[config.mk]
export PLATFORM = sky130hd
export DESIGN_NAME = tilt_driven_sand_grid_step_unit_flat
export DESIGN_NICKNAME = d
export VERILOG_FILES = /design/src/tsg_pkg.sv /design/src/tsg_in_if.sv /design/src/tsg_out_if.sv /design/src/tilt_driven_sand_grid_step_unit.sv /design/src/tsg_mul.sv /design/src/tsg_side_count.sv /design/src/tsg_cell_step.sv /design/src/flat_wrapper.sv
export SDC_FILE = /design/constraint.sdc
export NUM_CORES = 2
export LEC_CHECK = 0
export ABC_AREA = 1
export BUFFER_PORTS_ARGS = -buffer_cell sky130_fd_sc_hd__buf_4
export CAP_MARGIN = 5
export CORE_MARGIN = 3
export CORE_UTILIZATION = 35
export CTS_CLUSTER_DIAMETER = 120
export DETAILED_ROUTE_END_ITERATION = 6
export PLACE_DENSITY_LB_ADDON = 0.2
export SYNTH_ARGS = -nofsm -noshare
export SYNTH_HDL_FRONTEND = slang
export SYNTH_SLANG_ARGS = --single-unit
[constraint.sdc]
create_clock -name clk -period 8.5 [get_ports clk]
set_input_delay 0 -clock clk [delete_from_list [all_inputs] [get_ports clk]]
set_output_delay 0 -clock clk [all_outputs]
set_load 0.01 [all_outputs]
[src/tsg_pkg.sv]
// Shared types, constants and helpers for the tilt-driven sand grid step unit.
// No dependencies; the step unit, multiplier, side count and cell step files use it by scoped names.
package tsg_pkg;

  // Grid side length: default and largest supported value
  localparam int GRID_SIZE_DEF = 8;
  localparam int GRID_MAX      = 16;

  // Rotated axis magnitudes fit 17 bits (largest is 65536)
  localparam int AXW   = 18;
  localparam int MAG_W = 17;

  // Fixed-point slope constants: 1000*|yy| against 2414*|xx| and 414*|xx|
  localparam int KW = 12;
  localparam logic [KW-1:0] K_SCALE   = 12'd1000;
  localparam logic [KW-1:0] K_DIAG_HI = 12'd2414;
  localparam logic [KW-1:0] K_DIAG_LO = 12'd414;
  localparam int PW = MAG_W + KW;

  // Multiplier operand slots, one per sequencer step
  localparam logic [1:0] MS_AY    = 2'd0;
  localparam logic [1:0] MS_AX_HI = 2'd1;
  localparam logic [1:0] MS_AX_LO = 2'd2;

  // Sequencer states
  typedef enum logic [6:0] {
    S_IDLE  = 7'b0000001,
    S_HAND  = 7'b0000010,
    S_MUL   = 7'b0000100,
    S_DIR   = 7'b0001000,
    S_COUNT = 7'b0010000,
    S_WALK  = 7'b0100000,
    S_OUT   = 7'b1000000
  } state_t;

  // Move direction for one pass, plus the tie-break for the current grid
  typedef struct packed {
    logic ix_en;
    logic ix_neg;
    logic iy_en;
    logic iy_neg;
    logic tie_x;   // both single axes free: move in x
  } dir_t;

  // Magnitude of an 18-bit signed value
  function automatic logic [MAG_W-1:0] mag18(input logic signed [AXW-1:0] v);
    logic [AXW-1:0] n;
    n = v[AXW-1] ? AXW'(-v) : AXW'(v);
    return n[MAG_W-1:0];
  endfunction

  // Upper grid reset: full except cells with x+y <= 2, bit x+n*y
  function automatic logic [GRID_MAX*GRID_MAX-1:0] upper_reset(input int n);
    logic [GRID_MAX*GRID_MAX-1:0] r;
    r = '0;
    for (int y = 0; y < GRID_MAX; y++) begin
      for (int x = 0; x < GRID_MAX; x++) begin
        if (x < n && y < n && x + y > 2) r[x + n * y] = 1'b1;
      end
    end
    return r;
  endfunction

endpackage

[src/tsg_in_if.sv]
// Input channel: one accelerometer sample per item, valid/ready handshake.
// No dependencies.
interface tsg_in_if;
  logic               valid;
  logic               ready;
  logic signed [15:0] accel_x;
  logic signed [15:0] accel_y;
  logic signed [15:0] accel_z;

  modport source (output valid, output accel_x, output accel_y, output accel_z,
                  input ready);
  modport sink (input valid, input accel_x, input accel_y, input accel_z,
                output ready);
endinterface

[src/tsg_out_if.sv]
// Output channel: one grid row per item, valid/ready handshake.
// No dependencies.
interface tsg_out_if;
  logic       valid;
  logic       ready;
  logic [2:0] row_index;
  logic [7:0] upper_row;
  logic [7:0] lower_row;
  logic       moved;
  logic       last;

  modport source (output valid, output row_index, output upper_row,
                  output lower_row, output moved, output last, input ready);
  modport sink (input valid, input row_index, input upper_row,
                input lower_row, input moved, input last, output ready);
endinterface

[src/tilt_driven_sand_grid_step_unit.sv]
// Tilt-driven sand grid step: one sample in, min(GRID_SIZE,8) row items out.
// A corner handoff or flat tilt goes straight to row output; otherwise the
// multiplier steps, direction, column counts and the one-cell-per-cycle walk come first.
// Rows leave one per cycle while out ready is high; a new sample is taken only
// after the last row has left.
// Synchronous reset loads the upper start pattern, clears the lower grid, goes idle.
module tilt_driven_sand_grid_step_unit #(
  parameter int GRID_SIZE = tsg_pkg::GRID_SIZE_DEF
) (
  input  logic      clk,
  input  logic      rst,
  tsg_in_if.sink    in_ch,
  tsg_out_if.source out_ch
);

  localparam int NN    = GRID_SIZE * GRID_SIZE;
  localparam int CW    = $clog2(NN);
  localparam int XW    = $clog2(GRID_SIZE);
  localparam int SW    = $clog2(GRID_SIZE + 1);
  localparam int CNTW  = $clog2(NN + 1);
  localparam int ROWS  = (GRID_SIZE < 8) ? GRID_SIZE : 8;
  localparam int RW    = $clog2(ROWS);
  localparam int GRAINS = NN - 6;
  localparam logic [tsg_pkg::GRID_MAX*tsg_pkg::GRID_MAX-1:0] UP_FULL =
    tsg_pkg::upper_reset(GRID_SIZE);
  localparam logic [NN-1:0] UP_INIT = UP_FULL[NN-1:0];
  localparam logic [XW-1:0] EDGE = XW'(GRID_SIZE - 1);

  tsg_pkg::state_t state;

  logic [NN-1:0] upper, lower, work, work_next;
  logic signed [tsg_pkg::AXW-1:0] xx, yy;
  logic [tsg_pkg::MAG_W-1:0] azz, axx, ayy;
  logic [tsg_pkg::PW-1:0]    p_a, p_b, prod;
  logic [1:0]                mstep;
  logic [tsg_pkg::MAG_W-1:0] mul_a;
  logic [tsg_pkg::KW-1:0]    mul_b;
  tsg_pkg::dir_t             dir_base, dir;
  logic [CNTW-1:0] cnt_lu, cnt_ru, cnt_ll, cnt_rl, cur_l, cur_r;
  logic [SW-1:0]   col_ru, col_lu, col_rl, col_ll;
  logic [XW-1:0]   col, cx, cy;
  logic            gsel, any_moved, moved;
  logic            ypos, swap;
  logic            go;
  logic [CW-1:0]   src, dst;
  logic [RW-1:0]   row;
  logic [CW-1:0]   row_base;
  logic [7:0]      urow, lrow;

  assign axx  = tsg_pkg::mag18(xx);
  assign ayy  = tsg_pkg::mag18(yy);
  assign ypos = !yy[tsg_pkg::AXW-1] && (yy != '0);
  assign swap = xx[tsg_pkg::AXW-1] && yy[tsg_pkg::AXW-1];

  // shared multiplier operand select
  always_comb begin
    case (mstep)
      tsg_pkg::MS_AY:    begin mul_a = ayy; mul_b = tsg_pkg::K_SCALE;   end
      tsg_pkg::MS_AX_HI: begin mul_a = axx; mul_b = tsg_pkg::K_DIAG_HI; end
      tsg_pkg::MS_AX_LO: begin mul_a = axx; mul_b = tsg_pkg::K_DIAG_LO; end
      default:           begin mul_a = axx; mul_b = tsg_pkg::K_DIAG_LO; end
    endcase
  end

  tsg_mul #(.AW(tsg_pkg::MAG_W), .BW(tsg_pkg::KW)) u_mul (
    .clk (clk),
    .a   (mul_a),
    .b   (mul_b),
    .p   (prod)
  );

  // per-column diagonal counts for both grids
  tsg_side_count #(.GRID_SIZE(GRID_SIZE)) u_cnt_upper (
    .grid(upper), .col(col), .right_cnt(col_ru), .left_cnt(col_lu)
  );
  tsg_side_count #(.GRID_SIZE(GRID_SIZE)) u_cnt_lower (
    .grid(lower), .col(col), .right_cnt(col_rl), .left_cnt(col_ll)
  );

  // tie-break for the grid under walk
  assign cur_l = gsel ? cnt_ll : cnt_lu;
  assign cur_r = gsel ? cnt_rl : cnt_ru;
  always_comb begin
    dir       = dir_base;
    dir.tie_x = swap ? (cur_r >= cur_l) : (cur_l >= cur_r);
  end

  tsg_cell_step #(.GRID_SIZE(GRID_SIZE)) u_step (
    .grid (gsel ? lower : upper),
    .work (work),
    .cx   (cx),
    .cy   (cy),
    .dir  (dir),
    .go   (go),
    .src  (src),
    .dst  (dst)
  );

  // apply one move to the working copy
  always_comb begin
    work_next = work;
    if (go) begin
      work_next[src] = 1'b0;
      work_next[dst] = 1'b1;
    end
  end

  // sequencer and grid state
  always_ff @(posedge clk) begin
    if (rst) begin
      state     <= tsg_pkg::S_IDLE;
      upper     <= UP_INIT;
      lower     <= '0;
      mstep     <= tsg_pkg::MS_AY;
      gsel      <= 1'b0;
      any_moved <= 1'b0;
      row       <= '0;
    end else begin
      case (state)
        tsg_pkg::S_IDLE: begin
          if (in_ch.valid) begin
            xx  <= tsg_pkg::AXW'(in_ch.accel_x) - tsg_pkg::AXW'(in_ch.accel_z);
            yy  <= -tsg_pkg::AXW'(in_ch.accel_z) - tsg_pkg::AXW'(in_ch.accel_x);
            azz <= tsg_pkg::mag18(tsg_pkg::AXW'(in_ch.accel_y));
            state <= tsg_pkg::S_HAND;
          end
        end
        tsg_pkg::S_HAND: begin
          row <= '0;
          if (ypos && upper[NN-1] && !lower[0]) begin
            upper[NN-1] <= 1'b0;
            lower[0]    <= 1'b1;
            moved       <= 1'b1;
            state       <= tsg_pkg::S_OUT;
          end else if (!ypos && lower[0] && !upper[NN-1]) begin
            lower[0]    <= 1'b0;
            upper[NN-1] <= 1'b1;
            moved       <= 1'b1;
            state       <= tsg_pkg::S_OUT;
          end else if (azz > axx && azz > ayy) begin
            moved <= 1'b0;
            state <= tsg_pkg::S_OUT;
          end else begin
            mstep <= tsg_pkg::MS_AY;
            state <= tsg_pkg::S_MUL;
          end
        end
        tsg_pkg::S_MUL: begin
          // product of the previous slot arrives each cycle
          case (mstep)
            tsg_pkg::MS_AY:    mstep <= tsg_pkg::MS_AX_HI;
            tsg_pkg::MS_AX_HI: begin
              p_a   <= prod;
              mstep <= tsg_pkg::MS_AX_LO;
            end
            default: begin
              p_b   <= prod;
              state <= tsg_pkg::S_DIR;
            end
          endcase
        end
        tsg_pkg::S_DIR: begin
          dir_base.tie_x <= 1'b0;
          if (xx == '0) begin
            dir_base.ix_en  <= 1'b0;
            dir_base.ix_neg <= 1'b0;
            dir_base.iy_en  <= 1'b1;
          end else begin
            dir_base.ix_en  <= p_a < p_b;
            dir_base.ix_neg <= xx[tsg_pkg::AXW-1];
            dir_base.iy_en  <= p_a > prod;
          end
          dir_base.iy_neg <= !ypos;
          cnt_lu <= '0;
          cnt_ru <= '0;
          cnt_ll <= '0;
          cnt_rl <= '0;
          col    <= '0;
          state  <= tsg_pkg::S_COUNT;
        end
        tsg_pkg::S_COUNT: begin
          cnt_lu <= cnt_lu + CNTW'(col_lu);
          cnt_ru <= cnt_ru + CNTW'(col_ru);
          cnt_ll <= cnt_ll + CNTW'(col_ll);
          cnt_rl <= cnt_rl + CNTW'(col_rl);
          if (col == EDGE) begin
            cx        <= '0;
            cy        <= '0;
            gsel      <= 1'b0;
            work      <= upper;
            any_moved <= 1'b0;
            state     <= tsg_pkg::S_WALK;
          end else begin
            col <= col + XW'(1);
          end
        end
        tsg_pkg::S_WALK: begin
          // x-major order: y inner
          any_moved <= any_moved | go;
          if (cy == EDGE) begin
            cy <= '0;
            if (cx == EDGE) begin
              cx <= '0;
              if (!gsel) begin
                upper <= work_next;
                work  <= lower;
                gsel  <= 1'b1;
              end else begin
                lower <= work_next;
                gsel  <= 1'b0;
                moved <= any_moved | go;
                state <= tsg_pkg::S_OUT;
              end
            end else begin
              work <= work_next;
              cx   <= cx + XW'(1);
            end
          end else begin
            work <= work_next;
            cy   <= cy + XW'(1);
          end
        end
        tsg_pkg::S_OUT: begin
          if (out_ch.ready) begin
            if (row == RW'(ROWS - 1)) begin
              row   <= '0;
              state <= tsg_pkg::S_IDLE;
            end else begin
              row <= row + RW'(1);
            end
          end
        end
        default: state <= tsg_pkg::S_IDLE;
      endcase
    end
  end

  // row extraction for the output item
  assign row_base = CW'(row) * CW'(GRID_SIZE);
  for (genvar gx = 0; gx < 8; gx++) begin : g_row
    if (gx < ROWS) begin : g_bit
      assign urow[gx] = upper[row_base + CW'(gx)];
      assign lrow[gx] = lower[row_base + CW'(gx)];
    end else begin : g_pad
      assign urow[gx] = 1'b0;
      assign lrow[gx] = 1'b0;
    end
  end

  assign in_ch.ready      = (state == tsg_pkg::S_IDLE);
  assign out_ch.valid     = (state == tsg_pkg::S_OUT);
  assign out_ch.row_index = 3'(row);
  assign out_ch.upper_row = urow;
  assign out_ch.lower_row = lrow;
  assign out_ch.moved     = moved;
  assign out_ch.last      = (row == RW'(ROWS - 1));

  // grains are never created or lost
  a_grains_kept: assert property (@(posedge clk) disable iff (rst)
    ($countones(upper) + $countones(lower)) == GRAINS)
    else $error("grain count changed");

  // each step of the walk moves grains, never adds or drops them
  a_walk_kept: assert property (@(posedge clk) disable iff (rst)
    (state == tsg_pkg::S_WALK) |->
      ($countones(work) == $countones(gsel ? lower : upper)))
    else $error("working copy lost a grain");

  // no sample taken while rows are still pending
  a_no_overlap: assert property (@(posedge clk) disable iff (rst)
    !(in_ch.ready && out_ch.valid))
    else $error("input accepted during row output");

endmodule

[src/tsg_mul.sv]
// Shared multiplier with registered product, used for the slope tests.
// Depends on tsg_pkg for default operand widths.
module tsg_mul #(
  parameter int AW = tsg_pkg::MAG_W,
  parameter int BW = tsg_pkg::KW
) (
  input  logic             clk,
  input  logic [AW-1:0]    a,
  input  logic [BW-1:0]    b,
  output logic [AW+BW-1:0] p
);

  // one product per cycle, registered
  always_ff @(posedge clk) begin
    p <= (AW+BW)'(a) * (AW+BW)'(b);
  end

endmodule

[src/tsg_side_count.sv]
// Diagonal side count for one column of a grid: grains above and below
// the diagonal. Depends on tsg_pkg for the default grid size.
module tsg_side_count #(
  parameter int GRID_SIZE = tsg_pkg::GRID_SIZE_DEF,
  localparam int NN = GRID_SIZE * GRID_SIZE,
  localparam int CW = $clog2(NN),
  localparam int XW = $clog2(GRID_SIZE),
  localparam int SW = $clog2(GRID_SIZE + 1)
) (
  input  logic [NN-1:0] grid,
  input  logic [XW-1:0] col,
  output logic [SW-1:0] right_cnt,  // cells with x > y
  output logic [SW-1:0] left_cnt    // cells with x < y
);

  // walk down the column; rows are independent
  always_comb begin
    logic [CW-1:0] idx;
    right_cnt = '0;
    left_cnt  = '0;
    for (int y = 0; y < GRID_SIZE; y++) begin
      idx = CW'(y * GRID_SIZE) + CW'(col);
      if (grid[idx]) begin
        if (XW'(y) < col) right_cnt = right_cnt + SW'(1);
        else if (XW'(y) > col) left_cnt = left_cnt + SW'(1);
      end
    end
  end

endmodule

[src/tsg_cell_step.sv]
// Move decision for one cell of the pass: target, single-axis fallback,
// tie-break. Depends on tsg_pkg for dir_t and the default grid size.
module tsg_cell_step #(
  parameter int GRID_SIZE = tsg_pkg::GRID_SIZE_DEF,
  localparam int NN = GRID_SIZE * GRID_SIZE,
  localparam int CW = $clog2(NN),
  localparam int XW = $clog2(GRID_SIZE)
) (
  input  logic [NN-1:0]     grid,   // grid at start of pass
  input  logic [NN-1:0]     work,   // working copy
  input  logic [XW-1:0]     cx,
  input  logic [XW-1:0]     cy,
  input  tsg_pkg::dir_t     dir,
  output logic              go,
  output logic [CW-1:0]     src,
  output logic [CW-1:0]     dst
);

  localparam logic [XW-1:0] EDGE = XW'(GRID_SIZE - 1);

  logic [XW-1:0] nx, ny;
  logic [CW-1:0] tgt_idx, ydir_idx, xdir_idx;
  logic          fy, fx;

  // clamped diagonal target
  always_comb begin
    nx = cx;
    ny = cy;
    if (dir.ix_en) begin
      if (dir.ix_neg) nx = (cx == '0) ? cx : cx - XW'(1);
      else            nx = (cx == EDGE) ? cx : cx + XW'(1);
    end
    if (dir.iy_en) begin
      if (dir.iy_neg) ny = (cy == '0) ? cy : cy - XW'(1);
      else            ny = (cy == EDGE) ? cy : cy + XW'(1);
    end
  end

  assign src      = CW'(cy) * CW'(GRID_SIZE) + CW'(cx);
  assign tgt_idx  = CW'(ny) * CW'(GRID_SIZE) + CW'(nx);
  assign ydir_idx = CW'(ny) * CW'(GRID_SIZE) + CW'(cx);  // (x, ny)
  assign xdir_idx = CW'(cy) * CW'(GRID_SIZE) + CW'(nx);  // (nx, y)
  assign fy       = !work[ydir_idx];
  assign fx       = !work[xdir_idx];

  // blocked diagonal falls back to one axis
  always_comb begin
    go  = 1'b0;
    dst = tgt_idx;
    if (grid[src] && !(nx == cx && ny == cy)) begin
      if (!work[tgt_idx]) begin
        go = 1'b1;
      end else if (fy && fx) begin
        go  = 1'b1;
        dst = dir.tie_x ? xdir_idx : ydir_idx;
      end else if (fy) begin
        go  = 1'b1;
        dst = ydir_idx;
      end else if (fx) begin
        go  = 1'b1;
        dst = xdir_idx;
      end
    end
  end

endmodule
[src/flat_wrapper.sv]
// flat-port wrapper written by rule: the top's interface ports become plain ports
module tilt_driven_sand_grid_step_unit_flat 
#(
  parameter int GRID_SIZE = tsg_pkg::GRID_SIZE_DEF
)
  (clk, rst, in_ch_valid, in_ch_accel_x, in_ch_accel_y, in_ch_accel_z, in_ch_ready, out_ch_valid, out_ch_row_index, out_ch_upper_row, out_ch_lower_row, out_ch_moved, out_ch_last, out_ch_ready);
  tsg_in_if in_ch_i ();
  tsg_out_if out_ch_i ();
  input  logic clk;
  input  logic rst;
  input wire logic [$bits(in_ch_i.valid)-1:0] in_ch_valid;
  input wire logic [$bits(in_ch_i.accel_x)-1:0] in_ch_accel_x;
  input wire logic [$bits(in_ch_i.accel_y)-1:0] in_ch_accel_y;
  input wire logic [$bits(in_ch_i.accel_z)-1:0] in_ch_accel_z;
  output wire logic [$bits(in_ch_i.ready)-1:0] in_ch_ready;
  output wire logic [$bits(out_ch_i.valid)-1:0] out_ch_valid;
  output wire logic [$bits(out_ch_i.row_index)-1:0] out_ch_row_index;
  output wire logic [$bits(out_ch_i.upper_row)-1:0] out_ch_upper_row;
  output wire logic [$bits(out_ch_i.lower_row)-1:0] out_ch_lower_row;
  output wire logic [$bits(out_ch_i.moved)-1:0] out_ch_moved;
  output wire logic [$bits(out_ch_i.last)-1:0] out_ch_last;
  input wire logic [$bits(out_ch_i.ready)-1:0] out_ch_ready;
  assign in_ch_i.valid = in_ch_valid;
  assign in_ch_i.accel_x = in_ch_accel_x;
  assign in_ch_i.accel_y = in_ch_accel_y;
  assign in_ch_i.accel_z = in_ch_accel_z;
  assign in_ch_ready = in_ch_i.ready;
  assign out_ch_valid = out_ch_i.valid;
  assign out_ch_row_index = out_ch_i.row_index;
  assign out_ch_upper_row = out_ch_i.upper_row;
  assign out_ch_lower_row = out_ch_i.lower_row;
  assign out_ch_moved = out_ch_i.moved;
  assign out_ch_last = out_ch_i.last;
  assign out_ch_i.ready = out_ch_ready;
  tilt_driven_sand_grid_step_unit #(.GRID_SIZE(GRID_SIZE)) u_core (.clk(clk), .rst(rst), .in_ch(in_ch_i), .out_ch(out_ch_i));
endmodule
# [Yosys cells after proc, flatten, opt, wreduce, memory -nomap -nowiden]
# Index checks and enable logic that the tools add are counted.
[totals] ff_bits=387
[classes] n_eq_ne=31 n_reduce_logical=49 n_lt_le_gt_ge=45 n_addsub=62 mul=1 mux=244 n_bitwise=7
[op_table] operator="2-to-1 mux 64 bit" n=9
[op_table] operator="2-to-1 mux 4 bit" n=72
[op_table] operator="binary-select mux 1 bit (select 6 bit)" n=32
[op_table] operator="< comparator 6 x 7 -> 1 bit (second input constant)" n=19
[op_table] operator="one-hot mux 64 bit (2 select lines)" n=1
[op_table] operator="adder 4 x 1 -> 4 bit (second input constant)" n=28
[op_table] operator="2-to-1 mux 7 bit" n=13
[op_table] operator="2-to-1 mux 1 bit" n=66
[op_table] operator="bitwise AND 64 bit" n=1
[op_table] operator="NOT 64 bit" n=1
[op_table] operator="OR 64 bit" n=1
[op_table] operator="one-hot mux 7 bit (2 select lines)" n=4
[op_table] operator="2-to-1 mux 17 bit" n=3
[op_table] operator="one-hot mux 7 bit (7 select lines)" n=1
[op_table] operator="2-to-1 mux 3 bit" n=15
[op_table] operator="2-to-1 mux 6 bit" n=6
[op_table] operator="> comparator 17 bit" n=2
[op_table] operator="negator 17 bit" n=2
[op_table] operator="> comparator 29 bit" n=1
[op_table] operator="< comparator 29 bit" n=1
[op_table] operator="multiplier 17 x 12 -> 29 bit" n=1
[op_table] operator="adder 7 x 4 -> 7 bit" n=4
[op_table] operator="adder 6 x 3 -> 6 bit" n=4
[op_table] operator="adder 6 x 3 -> 6 bit (second input constant)" n=4
[op_table] operator="62 further kinds" n=148

# [Longest topological paths before layout]
[depth] ltp_word=34 ltp_mapped=43 mapped_depth_nobuf=42

# [Modules after synthesis]
# Synthesis repeated with hierarchy kept, for this count alone.
[hier_totals] cells_unflattened=5225 hier_area_um2=36616.4
[by_module_without_submodules] module="tilt_driven_sand_grid_step_unit" seq_area_each_um2=9298.9 n_inst=1 cells_per_inst=2770 area_each_um2=22133.7
[by_module_without_submodules] module="tsg_mul" seq_area_each_um2=580.6 n_inst=1 cells_per_inst=1095 area_each_um2=7777.5
[by_module_without_submodules] module="tsg_side_count" seq_area_each_um2=0.0 n_inst=2 cells_per_inst=378 area_each_um2=1880.6
[by_module_without_submodules] module="tsg_cell_step" seq_area_each_um2=0.0 n_inst=1 cells_per_inst=604 area_each_um2=2944.1

# [Least setup slack after synthesis]
# No wires, ideal clock.
[synth_path] kind="reg2reg" from="reg u_core.yy[0] (netlist name)" to="reg u_core.u_mul.p[27]" path_stages_with_launch=35 t_required_ns=8.382 setup_ns=0.118 period_less_slack_ns=6.502 arrival_time_ns=6.384 path_buffers=0 path_slack_ns=1.998 path_cell_list="edfxtp_1 > inv_1 > ha_1 > inv_1 > nor2_1 > inv_1 > nor3_1 > inv_1 > nor3_1 > nor2_1 > xor2_1 > inv_1 > nor2_1 > nor2_1 > inv_1 > nand2_1 > fa_1 > inv_1 > fa_1 > inv_1 > fa_1 > fa_1 > inv_1 > fa_1 > ha_1 > nand4_1 > o221ai_1 > a21oi_1 > o21ai_0 > a31oi_1 > o21ai_0 > a21oi_1 > nor2_1 > nor2_1 > xnor2_1"
[synth_between] elab_chain_len=4
[synth_rtl] element="start, declared" line_no="tilt_driven_sand_grid_step_unit.sv:32" text="logic signed [tsg_pkg::AXW-1:0] xx, yy;"
[synth_rtl] element="start signal, assigned" line_no="tilt_driven_sand_grid_step_unit.sv:123" text="yy <= -tsg_pkg::AXW'(in_ch.accel_z) - tsg_pkg::AXW'(in_ch.accel_x);"
[synth_rtl] element="negator 17 bit" line_no="tsg_pkg.sv:48" text="n = v[AXW-1] ? AXW'(-v) : AXW'(v);"
[synth_rtl] element="2-to-1 mux 17 bit (*)" line_no="tsg_pkg.sv:48"
[synth_rtl] element="2-to-1 mux 17 bit (*)" line_no="tilt_driven_sand_grid_step_unit.sv:57" text="case (mstep)"
[synth_rtl] element="multiplier 17 x 12 -> 29 bit (*)" line_no="tsg_mul.sv:15" text="p <= (AW+BW)'(a) * (AW+BW)'(b);"
[synth_rtl] element="end signal, assigned" line_no="tsg_mul.sv:15"
[synth_rtl] element="end, declared" line_no="tsg_mul.sv:10" text="output logic [AW+BW-1:0] p"
# Mark *: on every way between the ends. The rest lies on a longest branch, timed or not.
# A chain may end at the register's enable or synchronous reset.

# [Worst setup path after layout]
# Ends and elaborated chain as after synthesis.

==> PnR_summary.wiki <==
{| class="wikitable"
! Metric !! Value
|-
| Status || complete, no violations
|-
| Largest stage delay, worst path || 0.54 ns
|-
| Last weighted congestion value of the routability-driven placer || 1.01
|-
| Number of detailed-routing iterations run before antenna repair || 5
|-
| Depth of the CTS H-tree || 2
|-
| Comb power frac || 0.697
|-
| Fin crit share || 0.862
|-
| Most common flop cell mapped by yosys || edfxtp_1
|-
| Overall fraction of global-route tracks in use || 0.238
|-
| Data arrival time of the critical path || 7.81 ns
|-
| Layout cell share with drive strength beyond 1 || 0.0637
|-
| Clock tree from TritonCTS || done
|-
| Overall die area || 98900 um^2
|-
| Die outline width || 314 um
|-
| Sw power || 7.28 mW
|-
| Cell taking the most area after synthesis || edfxtp_1
|-
| Share of total power consumed by net switching || 0.475
|-
| Most frequent standard cell in the layout excluding fill and tap cells || nand2_1
|-
| Initial core utilization || 0.355
|-
| Count of flip-flops with a built-in enable after synthesis || 213
|-
| Final hold vios || 0
|-
| Clock edge transition at the registers on the reported setup and hold paths || 0.06 ns
|-
| Startpoint types || flop
|-
| Number of buffers inserted to repair setup after CTS || 0
|-
| Final core area utilization || 0.398
|-
| Die boundary height || 314 um
|-
| Leakage power || 17.8 nW
|-
| Clock skew after layout || 0.0537 ns
|-
| DRC violations left || 0
|-
| Maximum VDD drop || 0.762 mV
|-
| Critical Path Slowest Stage Cell || fa_1
|-
| Vias in the first global route || 29.4k
|-
| Commonest cells after routing, fill and taps aside || nand2_1 (988), inv_1 (734), a21oi_1 (386)
|-
| Final net count || 5112
|-
| Post-route setup TNS || 0 ns
|-
| Number of vias per cell after detailed routing || 5.28
|-
| Initial antenna violation count || 3
|-
| Worst relative slew slack || 0.187
|-
| Dpl cell area || 35200 um^2
|-
| Area inside the core boundary || 93900 um^2
|-
| Half-perimeter wire length of the detailed placement result || 90600 um
|-
| Finished Cell Area || 37300 um^2
|-
| IO Count || 75
|-
| Area share of the leading cell type in the synthesized netlist || 0.192
|-
| Latest clock arrival within the worst-skew pair || 0.64 ns
|-
| Hold crit path type || in2reg
|-
| Maximum capacitance violations || 0
|-
| Crit path max fanout || 7
|-
| Dominant cell type by count on the critical path || inv_1
|-
| Power density over cell area || 410 nW/um^2
|-
| Routed wire length || 120000 um
|-
| Max Clock Freq || 137 MHz
|-
| Endpoint required time on the critical path || 8.98 ns
|-
| Synth async-reset ratio || 0
|-
| Period minus WS final || 7.32 ns
|-
| Synthesized area per cell || 7.26 um^2
|-
| Count of distinct cell types in the synthesized netlist || 66
|-
| Antenna viol nets, final || 0
|-
| Top cell family by delay on the critical path || adder cells
|-
| CP endpoint kind || flop
|-
| Number of placement rows || 112
|-
| CP bufs+invs || 9
|-
| Proportion of synthesized chip area in sequential cells || 0.294
|-
| Transition at the pin with the smallest max-transition slack || 1.22 ns
|-
| Area growth from synthesis to final layout || 12.1%
|-
| Iteration-0 DRC count of the detailed router || 3721
|-
| Mapped Area || 33300 um^2
|-
| Fill cells || 9931
|-
| Count of clock tree sinks || 383
|-
| Routed via count || 31.4k
|-
| Number of port buffers || 74
|-
| Maximum number of pins on one net before global-route repair || 85
|-
| Int Pwr || 8.03 mW
|-
| Flop pwr share || 0.163
|-
| Setup repair after global routing missed its margin || false
|-
| Count of pins over their slew limit || 0
|-
| Cts bufs inserted || 48
|-
| First-pass GRT wire length || 181000 um
|-
| Count of endpoints failing setup in the final report || 0
|-
| Largest cells by area after synthesis || edfxtp_1 (19%), ha_1 (12%), nand2_1 (11%)
|-
| Clock share of power || 0.140
|-
| Buffer levels on the longest clock path || 3
|-
| Post-synthesis sequential element count || 383
|-
| Global-route congestion overflow total || 0
|-
| Count of mapped cells out of synthesis || 4586
|-
| Min Hold Slack || 0.0344 ns
|-
| Wire per inst || 20.2 um
|-
| Master cell of the clock root buffer || clkbuf_16
|-
| Yosys synthesis warning count || 0
|-
| Type of the worst setup path || reg2reg
|}
[sequential cells by signal (all words and copies together), names as in the netlist]
register,cells
u_core.u_mul.p,28
u_core.cx,3
u_core.p_a,28
u_core.col,3
u_core.work,64
u_core.cnt_ru,7
u_core.upper,64
u_core.azz,17
u_core.cnt_lu,7
u_core.yy,18
u_core.cnt_rl,7
u_core.cy,3
u_core.cnt_ll,7
u_core.p_b,28
u_core.out_ch.moved,1
u_core.out_ch.row_index,3
u_core.state,7
u_core.any_moved,1
u_core.lower,64
u_core.mstep,2
u_core.dir,4
u_core.xx,16
u_core.gsel,1
[tightest hold or removal path, stage by stage]
cell and delay (ns):
buf_4 0.08, ha_1 0.15, a21oi_1 0.05, nand2_1 0.09, xor2_1 0.09
[per-layer routing]
layer  track usage  up-vias  share of wire
li1              -    15200              -
met1         0.348    14600           0.45
met2         0.353     1358           0.42
met3        0.0412      206          0.095
met4        0.0798        0          0.035
met5             0        -              0
[logic make-up after synthesis]
logic type,Yosys count,synth area share
fa+ha+maj,420,0.183
compound gates,1051,0.172
mux,7,0.00222
simple gates,1659,0.207
buf+inv,943,0.109
xor+xnor,122,0.0326
flops,383,0.294
other cells,1,0.000113
[final cells by class]
cell class / count / area [um^2] / area share
diodes: 1 / 2.50 / 0.0000670
clock buffers: 70 / 1430 / 0.0382
clock inverters: 20 / 215 / 0.00576
inverters: 766 / 2880 / 0.0771
multi-input cells: 3261 / 19900 / 0.534
flip-flops and latches: 383 / 9800 / 0.263
well taps: 1254 / 1570 / 0.0420
repair buffers: 180 / 1500 / 0.0401
[metrics by stage]
step                      total power [mW]  cells  setup WS (ns)
final                                 15.3   5935           1.18
after global routing                  17.3   5934          0.426
after CTS                             15.5   5934           1.15
after detailed placement              13.2   5791           1.21
after global placement                13.2   5791           1.33
after floorplan                       10.9   4587           2.00
[synthesized netlist by cell type, types with 8 or more instances]
library cell	instances
o21ai_0	377
xor2_1	90
ha_1	310
nand2_1	989
clkbuf_1	130
xnor2_1	31
a31oi_1	32
nor3_1	37
nor2_2	11
nor2_4	8
a221oi_1	14
o22ai_1	47
nand3_1	179
dfxtp_1	170
inv_1	736
o21ai_1	83
nand2_2	9
buf_4	8
o211ai_1	50
o21bai_1	12
buf_2	24
edfxtp_1	213
buf_1	11
inv_2	24
fa_1	110
nor2_1	346
nand4_1	34
nor4_1	11
a21oi_1	387
[power by group through the flow]
stage	Sequential, mW	Clock, mW	Combinational (mW)
after floorplan	2.47	0	8.42
after global placement	2.53	0	10.7
after detailed placement	2.53	0	10.7
after CTS	2.49	2.20	10.8
after global routing	2.51	2.26	12.6
final	2.49	2.15	10.7
[worst paths after layout]
path,startpoint,end,slack (ns),cells past startpoint
min reg2reg,u_core.u_mul.p[25],u_core.p_b[25],0.45,0
max,u_core.yy[0],u_core.u_mul.p[27],1.18,34
max reg2reg,u_core.yy[0],u_core.u_mul.p[27],1.18,34
min,in_ch_accel_x[11],u_core.xx[12],0.03,5
[timing repair]
action                    CTS  global route
hold endpoints to repair   66             0
hold buffers               53             0
resized for setup           0             0
Note: power is estimated with default switching activity, not from simulation.
